===== config.mk =====
export PLATFORM = sky130hd
export DESIGN_NAME = kv_request_deframer
export DESIGN_NICKNAME = d
export VERILOG_FILES = /design/src/sv/kvd_pkg.sv /design/src/sv/kv_request_deframer.sv /design/src/sv/kvd_parse.sv /design/src/sv/kvd_out_reg.sv
export VERILOG_INCLUDE_DIRS = /design/src /design/src/sv
export SDC_FILE = /design/constraint.sdc
export NUM_CORES = 1
export LEC_CHECK = 0
export CORE_ASPECT_RATIO = 1.4
export CORE_UTILIZATION = 60
export CTS_BUF_LIST = sky130_fd_sc_hd__clkbuf_8
export CTS_CLUSTER_DIAMETER = 120
export DETAILED_ROUTE_END_ITERATION = 8
export DONT_BUFFER_PORTS = 1
export PLACE_DENSITY = 0.84
export SLEW_MARGIN = 10
export SYNTH_ARGS = -nofsm -noshare
export SYNTH_HDL_FRONTEND = slang
export SYNTH_HIERARCHICAL = 1
export SYNTH_SLANG_ARGS = --single-unit

===== constraint.sdc =====
create_clock -name clk -period 11.29 [get_ports clk]
set_clock_uncertainty 0.15 [all_clocks]
set_input_delay 0.5645 -clock clk [delete_from_list [all_inputs] [get_ports clk]]
set_output_delay 0.5645 -clock clk [all_outputs]
set_load 0.05 [all_outputs]

===== src/sv/kv_request_deframer_defines.svh =====
// Assertion macros shared by the deframer RTL.
`ifndef KV_REQUEST_DEFRAMER_DEFINES_SVH
`define KV_REQUEST_DEFRAMER_DEFINES_SVH

// Consequent checked on the same edge as the antecedent.
`define KVD_ASSERT_SAME(label, clk, rst, ante, cons) \
  label: assert property (@(posedge clk) disable iff (rst) (ante) |-> (cons)) \
    else $error("kvd assertion failed (same cycle)");

// Consequent checked on the edge after the antecedent.
`define KVD_ASSERT_NEXT(label, clk, rst, ante, cons) \
  label: assert property (@(posedge clk) disable iff (rst) (ante) |=> (cons)) \
    else $error("kvd assertion failed (next cycle)");

`endif


===== src/sv/kvd_pkg.sv =====
// Types and constants for the key-value request deframer.
`default_nettype none

package kvd_pkg;

  // Command bytes
  localparam logic [7:0] CMD_PUT   = 8'd11;
  localparam logic [7:0] CMD_DEL   = 8'd12;
  localparam logic [7:0] CMD_GET   = 8'd13;
  localparam logic [7:0] CMD_STATS = 8'd21;

  // Reply bytes
  localparam logic [7:0] REPLY_OK       = 8'd101;
  localparam logic [7:0] REPLY_NOTFOUND = 8'd112;

  // Result kinds
  localparam logic [2:0] KIND_CMD  = 3'd0;
  localparam logic [2:0] KIND_KLEN = 3'd1;
  localparam logic [2:0] KIND_KEY  = 3'd2;
  localparam logic [2:0] KIND_VLEN = 3'd3;
  localparam logic [2:0] KIND_VAL  = 3'd4;

  typedef struct packed {
    logic [2:0]  kind;
    logic [7:0]  data;
    logic [31:0] length;
    logic        field_last;
    logic        request_done;
    logic        reply_valid;
    logic [7:0]  reply_byte;
  } res_t;

endpackage

`default_nettype wire


===== src/sv/kv_request_deframer.sv =====
// Top level of the key-value request deframer.
// Usage:
//  - Input channel: one request-stream byte per transfer on in_byte, qualified by
//    in_valid; the block raises in_stall to hold the sender off.
//  - Output channel: zero or one result per input byte (command, key length, key
//    byte, value length, value byte), with field_last, request_done and the
//    one-byte reply code; out_valid qualifies it, the receiver raises out_stall.
//  - Length bytes other than the last give no result; everything else gives one.
//  - Each result is registered: into the output register, else into the skid entry.
//  - Throughput: one byte per cycle unless in_stall is high; the stage update is a
//    single 32-bit increment and compare between the state registers.
//  - A result waiting in the output register does not block intake: a skid
//    entry absorbs one more result, and in_stall rises only once that skid
//    entry is occupied (two results held while out_stall is high).
//  - Reset (rst, synchronous, active high) returns the parser to the command
//    stage, clears lengths and counters and empties both output entries.
//  - LEN_BYTES sets the size of each big-endian length; only the low 32 bits
//    of a longer length are kept.
`default_nettype none

module kv_request_deframer #(
  parameter int unsigned LEN_BYTES = 4
) (
  input  wire logic        clk,
  input  wire logic        rst,
  input  wire logic        in_valid,
  output logic             in_stall,
  input  wire logic [7:0]  in_byte,
  output logic             out_valid,
  input  wire logic        out_stall,
  output logic [2:0]       out_kind,
  output logic [7:0]       out_byte,
  output logic [31:0]      out_length,
  output logic             field_last,
  output logic             request_done,
  output logic             reply_valid,
  output logic [7:0]       reply_byte
);

  logic          accept;
  logic          res_valid;
  kvd_pkg::res_t res;
  kvd_pkg::res_t out_res;
  logic          buf_full;

  // input transfer completes when the skid entry is free
  assign in_stall = buf_full;
  assign accept   = in_valid && !in_stall;

  kvd_parse #(
    .LEN_BYTES (LEN_BYTES)
  ) u_parse (
    .clk       (clk),
    .rst       (rst),
    .accept    (accept),
    .in_byte   (in_byte),
    .res_valid (res_valid),
    .res       (res)
  );

  kvd_out_reg u_out_reg (
    .clk       (clk),
    .rst       (rst),
    .push      (res_valid),
    .push_res  (res),
    .full      (buf_full),
    .out_valid (out_valid),
    .out_stall (out_stall),
    .out_res   (out_res)
  );

  assign out_kind     = out_res.kind;
  assign out_byte     = out_res.data;
  assign out_length   = out_res.length;
  assign field_last   = out_res.field_last;
  assign request_done = out_res.request_done;
  assign reply_valid  = out_res.reply_valid;
  assign reply_byte   = out_res.reply_byte;

endmodule

`default_nettype wire


===== src/sv/kvd_parse.sv =====
// Request field tracker: per-byte stage update and result formation.
`default_nettype none
`include "kv_request_deframer_defines.svh"

module kvd_parse #(
  parameter int unsigned LEN_BYTES = 4
) (
  input  wire logic        clk,
  input  wire logic        rst,
  input  wire logic        accept,
  input  wire logic [7:0]  in_byte,
  output logic             res_valid,
  output kvd_pkg::res_t    res
);

  localparam logic [2:0] ST_CMD  = 3'd0;
  localparam logic [2:0] ST_KLEN = 3'd1;
  localparam logic [2:0] ST_KEY  = 3'd2;
  localparam logic [2:0] ST_VLEN = 3'd3;
  localparam logic [2:0] ST_VAL  = 3'd4;

  localparam logic [31:0] LEN_COUNT = 32'(LEN_BYTES);

  logic [2:0]  stage, stage_next;
  logic [7:0]  held_command, held_command_next;
  logic [31:0] length_shift, length_shift_next;
  logic [31:0] byte_index, byte_index_next;
  logic [31:0] field_length, field_length_next;

  logic [31:0] idx_inc;
  logic [31:0] shift_in;
  logic        finish;
  logic        is_key;

  assign idx_inc  = byte_index + 32'd1;
  assign shift_in = {length_shift[23:0], in_byte};

  always_comb begin
    stage_next        = stage;
    held_command_next = held_command;
    length_shift_next = length_shift;
    byte_index_next   = byte_index;
    field_length_next = field_length;
    res_valid         = 1'b0;
    res               = '0;
    finish            = 1'b0;
    is_key            = (stage == ST_KLEN) || (stage == ST_KEY);

    if (accept) begin
      unique case (stage)
        ST_KLEN, ST_VLEN: begin
          length_shift_next = shift_in;
          byte_index_next   = idx_inc;
          if (idx_inc >= LEN_COUNT) begin
            field_length_next = shift_in;
            length_shift_next = '0;
            byte_index_next   = '0;
            res_valid         = 1'b1;
            res.kind          = is_key ? kvd_pkg::KIND_KLEN : kvd_pkg::KIND_VLEN;
            res.length        = shift_in;
            if (shift_in != 32'd0) begin
              stage_next = is_key ? ST_KEY : ST_VAL;
            end else begin
              res.field_last = 1'b1;
              if (is_key && held_command == kvd_pkg::CMD_PUT) begin
                stage_next = ST_VLEN;
              end else begin
                finish = 1'b1;
              end
            end
          end
        end
        ST_KEY, ST_VAL: begin
          res_valid       = 1'b1;
          res.kind        = is_key ? kvd_pkg::KIND_KEY : kvd_pkg::KIND_VAL;
          res.data        = in_byte;
          byte_index_next = idx_inc;
          if (idx_inc >= field_length) begin
            res.field_last  = 1'b1;
            byte_index_next = '0;
            if (is_key && held_command == kvd_pkg::CMD_PUT) begin
              stage_next = ST_VLEN;
            end else begin
              finish = 1'b1;
            end
          end
        end
        default: begin
          // command stage; unused codes land here too
          held_command_next = in_byte;
          res_valid         = 1'b1;
          res.kind          = kvd_pkg::KIND_CMD;
          res.data          = in_byte;
          byte_index_next   = '0;
          length_shift_next = '0;
          if (in_byte == kvd_pkg::CMD_STATS) begin
            finish = 1'b1;
          end else begin
            stage_next = ST_KLEN;
          end
        end
      endcase

      if (finish) begin
        res.request_done  = 1'b1;
        stage_next        = ST_CMD;
        byte_index_next   = '0;
        length_shift_next = '0;
        if (held_command_next == kvd_pkg::CMD_PUT ||
            held_command_next == kvd_pkg::CMD_DEL) begin
          res.reply_valid = 1'b1;
          res.reply_byte  = kvd_pkg::REPLY_OK;
        end else if (held_command_next == kvd_pkg::CMD_GET) begin
          res.reply_valid = 1'b1;
          res.reply_byte  = kvd_pkg::REPLY_NOTFOUND;
        end
      end
    end
  end

  always_ff @(posedge clk) begin
    if (rst) begin
      stage        <= ST_CMD;
      held_command <= '0;
      length_shift <= '0;
      byte_index   <= '0;
      field_length <= '0;
    end else begin
      stage        <= stage_next;
      held_command <= held_command_next;
      length_shift <= length_shift_next;
      byte_index   <= byte_index_next;
      field_length <= field_length_next;
    end
  end

  `KVD_ASSERT_NEXT(a_done_to_cmd, clk, rst, accept && res.request_done, stage == ST_CMD)
  `KVD_ASSERT_NEXT(a_cmd_to_klen, clk, rst,
    accept && stage == ST_CMD && in_byte != kvd_pkg::CMD_STATS, stage == ST_KLEN)
  `KVD_ASSERT_SAME(a_len_count, clk, rst,
    stage == ST_KLEN || stage == ST_VLEN, byte_index < LEN_COUNT)

endmodule

`default_nettype wire


===== src/sv/kvd_out_reg.sv =====
// Two-entry result buffer: output register plus skid stage.
`default_nettype none
`include "kv_request_deframer_defines.svh"

module kvd_out_reg (
  input  wire logic          clk,
  input  wire logic          rst,
  input  wire logic          push,
  input  wire kvd_pkg::res_t push_res,
  output logic               full,
  output logic               out_valid,
  input  wire logic          out_stall,
  output kvd_pkg::res_t      out_res
);

  logic          main_valid;
  logic          skid_valid;
  kvd_pkg::res_t main_res;
  kvd_pkg::res_t skid_res;
  logic          pop;

  assign pop       = main_valid && !out_stall;
  assign full      = skid_valid;
  assign out_valid = main_valid;
  assign out_res   = main_res;

  always_ff @(posedge clk) begin
    if (rst) begin
      main_valid <= 1'b0;
      skid_valid <= 1'b0;
    end else if (skid_valid) begin
      if (pop) begin
        main_valid <= 1'b1;
        skid_valid <= 1'b0;
      end
    end else if (push) begin
      if (!main_valid || pop) begin
        main_valid <= 1'b1;
      end else begin
        skid_valid <= 1'b1;
      end
    end else if (pop) begin
      main_valid <= 1'b0;
    end
  end

  // payload, no reset
  always_ff @(posedge clk) begin
    if (skid_valid) begin
      if (pop) begin
        main_res <= skid_res;
      end
    end else if (push) begin
      if (!main_valid || pop) begin
        main_res <= push_res;
      end else begin
        skid_res <= push_res;
      end
    end
  end

  `KVD_ASSERT_SAME(a_skid_needs_main, clk, rst, skid_valid, main_valid)
  `KVD_ASSERT_NEXT(a_skid_drains, clk, rst, skid_valid && !out_stall,
    main_valid && !skid_valid)
  `KVD_ASSERT_NEXT(a_skid_fills, clk, rst,
    push && main_valid && out_stall && !skid_valid, skid_valid)

endmodule

`default_nettype wire

* Word-level counts from Yosys, hierarchy flattened
Cells that the tools add are included.
Word-level totals: flip-flop bits (word level) 209, bits of input ports 12, output and inout port bits 56, word-level logic and storage cells 116
Cells by class: add/subtract/negate cells 1, $lt $le $gt $ge 2, equality and inequality tests 15, mux-type cells 53, bitwise operators 2, reductions and logical operators 22
Operator list (number):
- 54-bit 2-to-1 mux | 5
- 32-bit 2-to-1 mux | 4
- 32-bit case mux with 2 select lines | 1
- 24-bit 2-to-1 mux | 2
- 24-bit case mux with 2 select lines | 1
- 33-bit 2-to-1 mux | 1
- 32-bit by 1-bit adder with 32-bit output (second input constant) | 1
- 8-bit by 4-bit equality test with 1-bit output (second input constant) | 4
- 32-bit by 3-bit >= comparator with 1-bit output (second input constant) | 1
- 32-bit >= comparator | 1
- 32-bit nonzero test | 1
- 3-bit 2-to-1 mux | 8
- 8-bit 2-to-1 mux | 3
- 1-bit 2-to-1 mux | 20
- 9-bit 2-to-1 mux | 2
- 3-bit case mux with 2 select lines | 2
- 3-bit AND reduction | 4
- 10-bit 2-to-1 mux | 1
- 3-bit by 1-bit inequality test with 1-bit output (second input constant) | 3
- 8-bit by 5-bit equality test with 1-bit output (second input constant) | 1
- 3-bit by 2-bit equality test with 1-bit output (second input constant) | 2
- 2-bit nonzero test | 3
- 4-bit inequality test (second input constant) | 1
- 1-bit case mux with 2 select lines | 2
- 13 further kinds | 21

* Longest topological paths before layout
word-level depth 13, gate-level depth with buffers 18, depth with buffers taken out 15

* By module
Netlist, hierarchy kept.
By module, submodules not included:
- kvd_parse | times used 1, cells an instance 792, area each 6175.9 um2, seq. area each 1981.9 um2
- kvd_out_reg | times used 1, cells an instance 180, area each 3987.6 um2, seq. area each 3283.1 um2
- kv_request_deframer | times used 1, cells an instance 1, area each 13.8 um2, seq. area each 0.0 um2

* Least setup slack after synthesis
No wires, ideal clock.
path type flip-flop to flip-flop, start point register u_parse.byte_index[7], end point register u_out_reg.main_res (netlist bit u_out_reg/out_res[0]), enable pin, setup time 480 ps, data arrival time 4906 ps, required time 10660 ps, setup slack 5753 ps, cell stages (with the launch flop) 12, path buffers 2, clock period less this slack 5537 ps, path through dfxtp_1 > buf_2 > nand4_2 > or4_4 > buf_6 > nor2_1 > mux2i_1 > a31oi_2 > nor4_4 > nor2_1 > nand2b_1 > a21boi_1
Between the ends: word-level cells in the longest chain between the ends 7
Ends and longest elaborated chain:
- start: declaration | line kvd_parse.sv:27 | logic [31:0] byte_index, byte_index_next;
- start signal: assignment | line kvd_parse.sv:132 | byte_index <= byte_index_next;
- 32-bit by 1-bit adder with 32-bit output | line kvd_parse.sv:35 | assign idx_inc = byte_index + 32'd1;
- 32-bit by 3-bit >= comparator with 1-bit output | line kvd_parse.sv:54 | if (idx_inc >= LEN_COUNT) begin
- 1-bit 2-to-1 mux | line kvd_parse.sv:54
- 1-bit 2-to-1 mux | line kvd_parse.sv:50 | unique case (stage)
- 1-bit 2-to-1 mux | line kvd_parse.sv:49 | if (accept) begin
- via res_valid | line kv_request_deframer.sv:41 | logic res_valid;
- 2-bit nonzero test (no source line)
- 3-bit AND reduction (no source line)
- end signal: assignment | line kvd_out_reg.sv:51 | main_res <= skid_res;
- end signal: assignment | line kvd_out_reg.sv:55 | main_res <= push_res;
- end: declaration | line kvd_out_reg.sv:18 | kvd_pkg::res_t main_res;
The timed path passes the listed nets, and every way through them passes these cells. A chain may end at the register's enable or synchronous reset.

* Final worst setup path
start point register u_parse.byte_index[7], end point register u_out_reg.main_res (netlist bit u_out_reg/out_res[6]), data pin
Between the ends: word-level cells in the longest chain between the ends 10, elaborated cells on any way between the ends 12, those cells by class add/sub: 1; order compare: 2; mux: 9
Ends and longest elaborated chain:
- 32-bit by 1-bit adder with 32-bit output * | line kvd_parse.sv:35
- 32-bit >= comparator / 32-bit by 3-bit >= comparator with 1-bit output (equally long branches) | line kvd_parse.sv:78, kvd_parse.sv:54
- 1-bit 2-to-1 mux (on tied branches) | line kvd_parse.sv:78, kvd_parse.sv:54
- 1-bit case mux with 2 select lines * | line kvd_parse.sv:50
- 1-bit 2-to-1 mux * | line kvd_parse.sv:49
- 10-bit 2-to-1 mux * | line kvd_parse.sv:104 | if (finish) begin
- 54-bit 2-to-1 mux * | line kvd_parse.sv:49
- 54-bit 2-to-1 mux * | line kvd_out_reg.sv:54 | if (!main_valid || pop) begin
- 54-bit 2-to-1 mux * | line kvd_out_reg.sv:53 | end else if (push) begin
- 54-bit 2-to-1 mux * | line kvd_out_reg.sv:49 | if (skid_valid) begin
Every way passes the cells marked *; elsewhere a longest branch is shown, timed or not. The select of a mux whose other input is x is not followed.

==> results.md <==
- Die Y-Extent: 156 um
- Total track usage: 26.1%
- Gr ovfl total: 0
- Synth Area in Simple Gates: 17.1%
- Die Width: 112 um
- Cell area after synthesis: 10,200 um2
- H-tree Lvls: 1
- Rows: 56
- Final Hold Fails: 0
- Port bufs: 0
- Worst-margin pin slew: 1170 ps
- Most frequent cell on the critical path: nand3_1
- Detailed-route DRC error count: 5
- Skew-Pair Late Insertion Delay: 560 ps
- Leakage: 4.15 nW
- R2r startpoint: u_parse/byte_index[7]
- First-pass GRT wire length: 36,200 um
- Share of flip-flops with an asynchronous set or reset: 0%
- Hold path depth: 2
- Synth unique cells: 70
- CTS max path bufs: 3
- Final design area excluding fillers: 10,900 um2
- Final Core Density: 65.4%
- Placer Congestion: 0.925
- Clk slew on worst S/H paths: 70 ps
- Detail Placement HPWL: 15,100 um
- Worst slack on hold paths: 32.5 ps
- DR iter-0 viols: 603
- Final max-slew violation count: 0
- Outcome: finished with violations
- CTS Buf Count: 29
- CP cell instances: nand4_2 > or4_4 > nor2_1 > nand3_1 > xnor2_1 > ha_1 > nand4_1 > nor3_1 > nand3_1 > o41ai_1 > o21ai_0 > o311a_1 > nor4_1 > mux2_2
- Worst Hold Path EP: u_parse/field_length[0]
- Initial antenna violation count: 0
- Antenna cells: 0
- Top cell type by total area after synthesis: edfxtp_1
- Syn avg cell area: 10.5 um2
- Cells on worst reg2reg path: 14
- Post-place instance area: 10,200 um2
- Ys Warns: 6
- CP Max Fanout: 11
- Minimum clock period: 5630 ps
- Total power: 1.71 mW
- Critical Path End Type: flip-flop
- Pwr/cell area: 157 nW/um2
- Worst path slowest cell: nor4_1
- Required @ worst endpoint: 11,570 ps
- CTS tree: done
- Worst min-delay path category: in2reg
- Top_reg_cell synth: edfxtp_1
- Setup slack, reg-to-reg: 5660 ps
- Xor-xnor portion of the synthesized cell area: 4.04%
- Synth Area in Compound Gates: 11.3%
- Setup repair bufs after CTS: 0
- Synth Area in Adders: 3.93%
- Element type at the critical path start: flip-flop
- Area contributors post-synth: edfxtp_1, dfxtp_1, mux2_2
- Largest family of logic cells by synthesized area: simple AND/OR/NAND/NOR gates
- Vias per cell: 6.24
- Worst IR drop on VDD: 0.0932 mV
- Setup_tns: 0 ps
- Post-synth EDFFs: 108
- Seq/Total Area, Yosys: 51.7%
- Largest net degree at the start of global routing: 67
- Fin crit share: 49.8%
- Max-cap violations: 0
- Final ANT Viol Nets: 0
- Fillers: 1,201
- RSZ-0062 raised after global routing: false
- Clock root buffer: clkbuf_8
- FF+latch count, synth: 209
- Die ar.: 17,500 um2
- # setup viols final: 0
- Peak Freq: 178 MHz
- CP arrival: 5910 ps
- Area Growth Syn to Fin: 7.23%
- Core Area: 16,700 um2
- Layout cells sized above 1: 12.7%
- Wire per inst: 19.4 um
- Critical setup path kind: reg2reg
- Cells after synthesis: 973
- Starting density of the core: 61.0%
- Clk sinks: 209
- Post-synth top area share: 31.9%
- Hold wc startpoint: in_byte[0]
- Worst path max stage delay: 840 ps
- Number of global-route vias before repair: 7,102
- Post-synthesis mux area share: 7.17%
- Slew Limit Headroom: 21.2%
- Pre-Repair DR Iteration Count: 9
- Final #Nets: 1,005
- Final wirelength: 23,000 um
- Via count: 7,403
- Reg2reg end: u_out_reg/out_res[6]
- Failing checks: DRC
- Io pins: 68
## per-layer routing
| layer | vias to the layer above | GRT usage, % | part of all wire [%] |
|---|---|---|---|
| met2 | 314 | 45.4 | 49 |
| met1 | 3536 | 30.9 | 39 |
| li1 | 3455 | - | - |
| met4 | 0 | 15.6 | 5.6 |
| met3 | 98 | 3.42 | 5.7 |
| met5 | - | 0 | 0 |
## sequential cells by signal (all words and copies together) (netlist names)
signal / flops
u_out_reg/out_res: 54
u_out_reg/skid_res: 54
u_parse/byte_index: 32
u_parse/field_length: 32
u_parse/length_shift: 24
u_parse/held_command: 8
u_parse/stage: 3
u_out_reg/full: 1
u_out_reg/out_valid: 1
## cell usage after synthesis, drive strengths merged, types with 5 or more instances
master and n:
edfxtp 108, dfxtp 101, nand2 95, nor2 77, mux2 55, o21ai 53
a21oi 38, inv 38, and2 36, clkbuf 34, o21a 33, ha 32
buf 30, xnor2 26, nand3 21, xor2 21, and3 19, nor4 19
nor3 18, nand4 17, mux2i 11, or3 9, a31oi 7, and4 6
nand2b 6, o211ai 6, a211oi 5
## power breakdown
group          total [mW]  leakage, nW  switching (mW)  internal (mW)
Combinational       0.142         1.90          0.0966         0.0451
Sequential          0.977         1.91           0.126          0.852
Clock               0.590        0.347           0.286          0.304
Total                1.71         4.15           0.508           1.20
## placed cells by master, fill, tap and decap left out, types with 32 or more instances in the layout
cell type | netlist | layout
edfxtp_1 | 108 | 108
dfxtp_1 | 101 | 100
nand2_1 | 95 | 95
nor2_1 | 77 | 76
inv_1 | 38 | 50
o21ai_0 | 41 | 41
mux2_2 | 38 | 38
a21oi_1 | 38 | 38
o21a_1 | 33 | 33
ha_1 | 32 | 32
## how the worst max path moves through the flow
stage                                      from                    to  slack, ps  cells past startpoint
after CTS                 u_parse/byte_index[7]  u_out_reg/out_res[8]       5900                     14
after detailed placement  u_parse/byte_index[7]  u_out_reg/out_res[6]       5950                     14
after global placement    u_parse/byte_index[7]  u_out_reg/out_res[5]       6150                     14
final                     u_parse/byte_index[7]  u_out_reg/out_res[6]       5660                     14
after global routing      u_parse/byte_index[0]  u_out_reg/out_res[6]       5140                     15
after floorplan           u_parse/byte_index[7]  u_out_reg/out_res[0]       5750                     11
## cells by family after synthesis
family          Yosys count
simple gates            338
fa+ha+maj                32
other cells               1
xor+xnor                 47
mux                      66
flops                   209
compound gates          177
buf+inv                 103
## repair_timing
item | CTS | global route
setup endpoints to repair | 0 | 0
hold buffers | 9 | 0
endpoints found under the hold margin | 36 | 0
resized for setup | 0 | 0
## critical path: cells and delay by family (launching register included)
kind | cells | cell delay (ps)
compound gates | 3 | 1230
xor+xnor | 1 | 170
fa+ha+maj | 1 | 280
flops | 1 | 510
mux | 1 | 330
simple gates | 8 | 2820
## cell type report
type	count	area, um2	area share [%]
sequential	209	5270	48.3
clock buffer	31	427	3.91
multi-input combinational	663	4480	41.1
timing repair buffer	19	175	1.61
tap	203	254	2.33
inverter	39	146	1.34
clock inverter	23	161	1.48
## per-stage QoR
step	std cells	setup slack, ps
final	1187	5660
after global routing	1187	5140
after CTS	1187	5900
after detailed placement	1124	5950
after global placement	1124	6150
after floorplan	975	5750
Power figures use the tool's default switching activity.
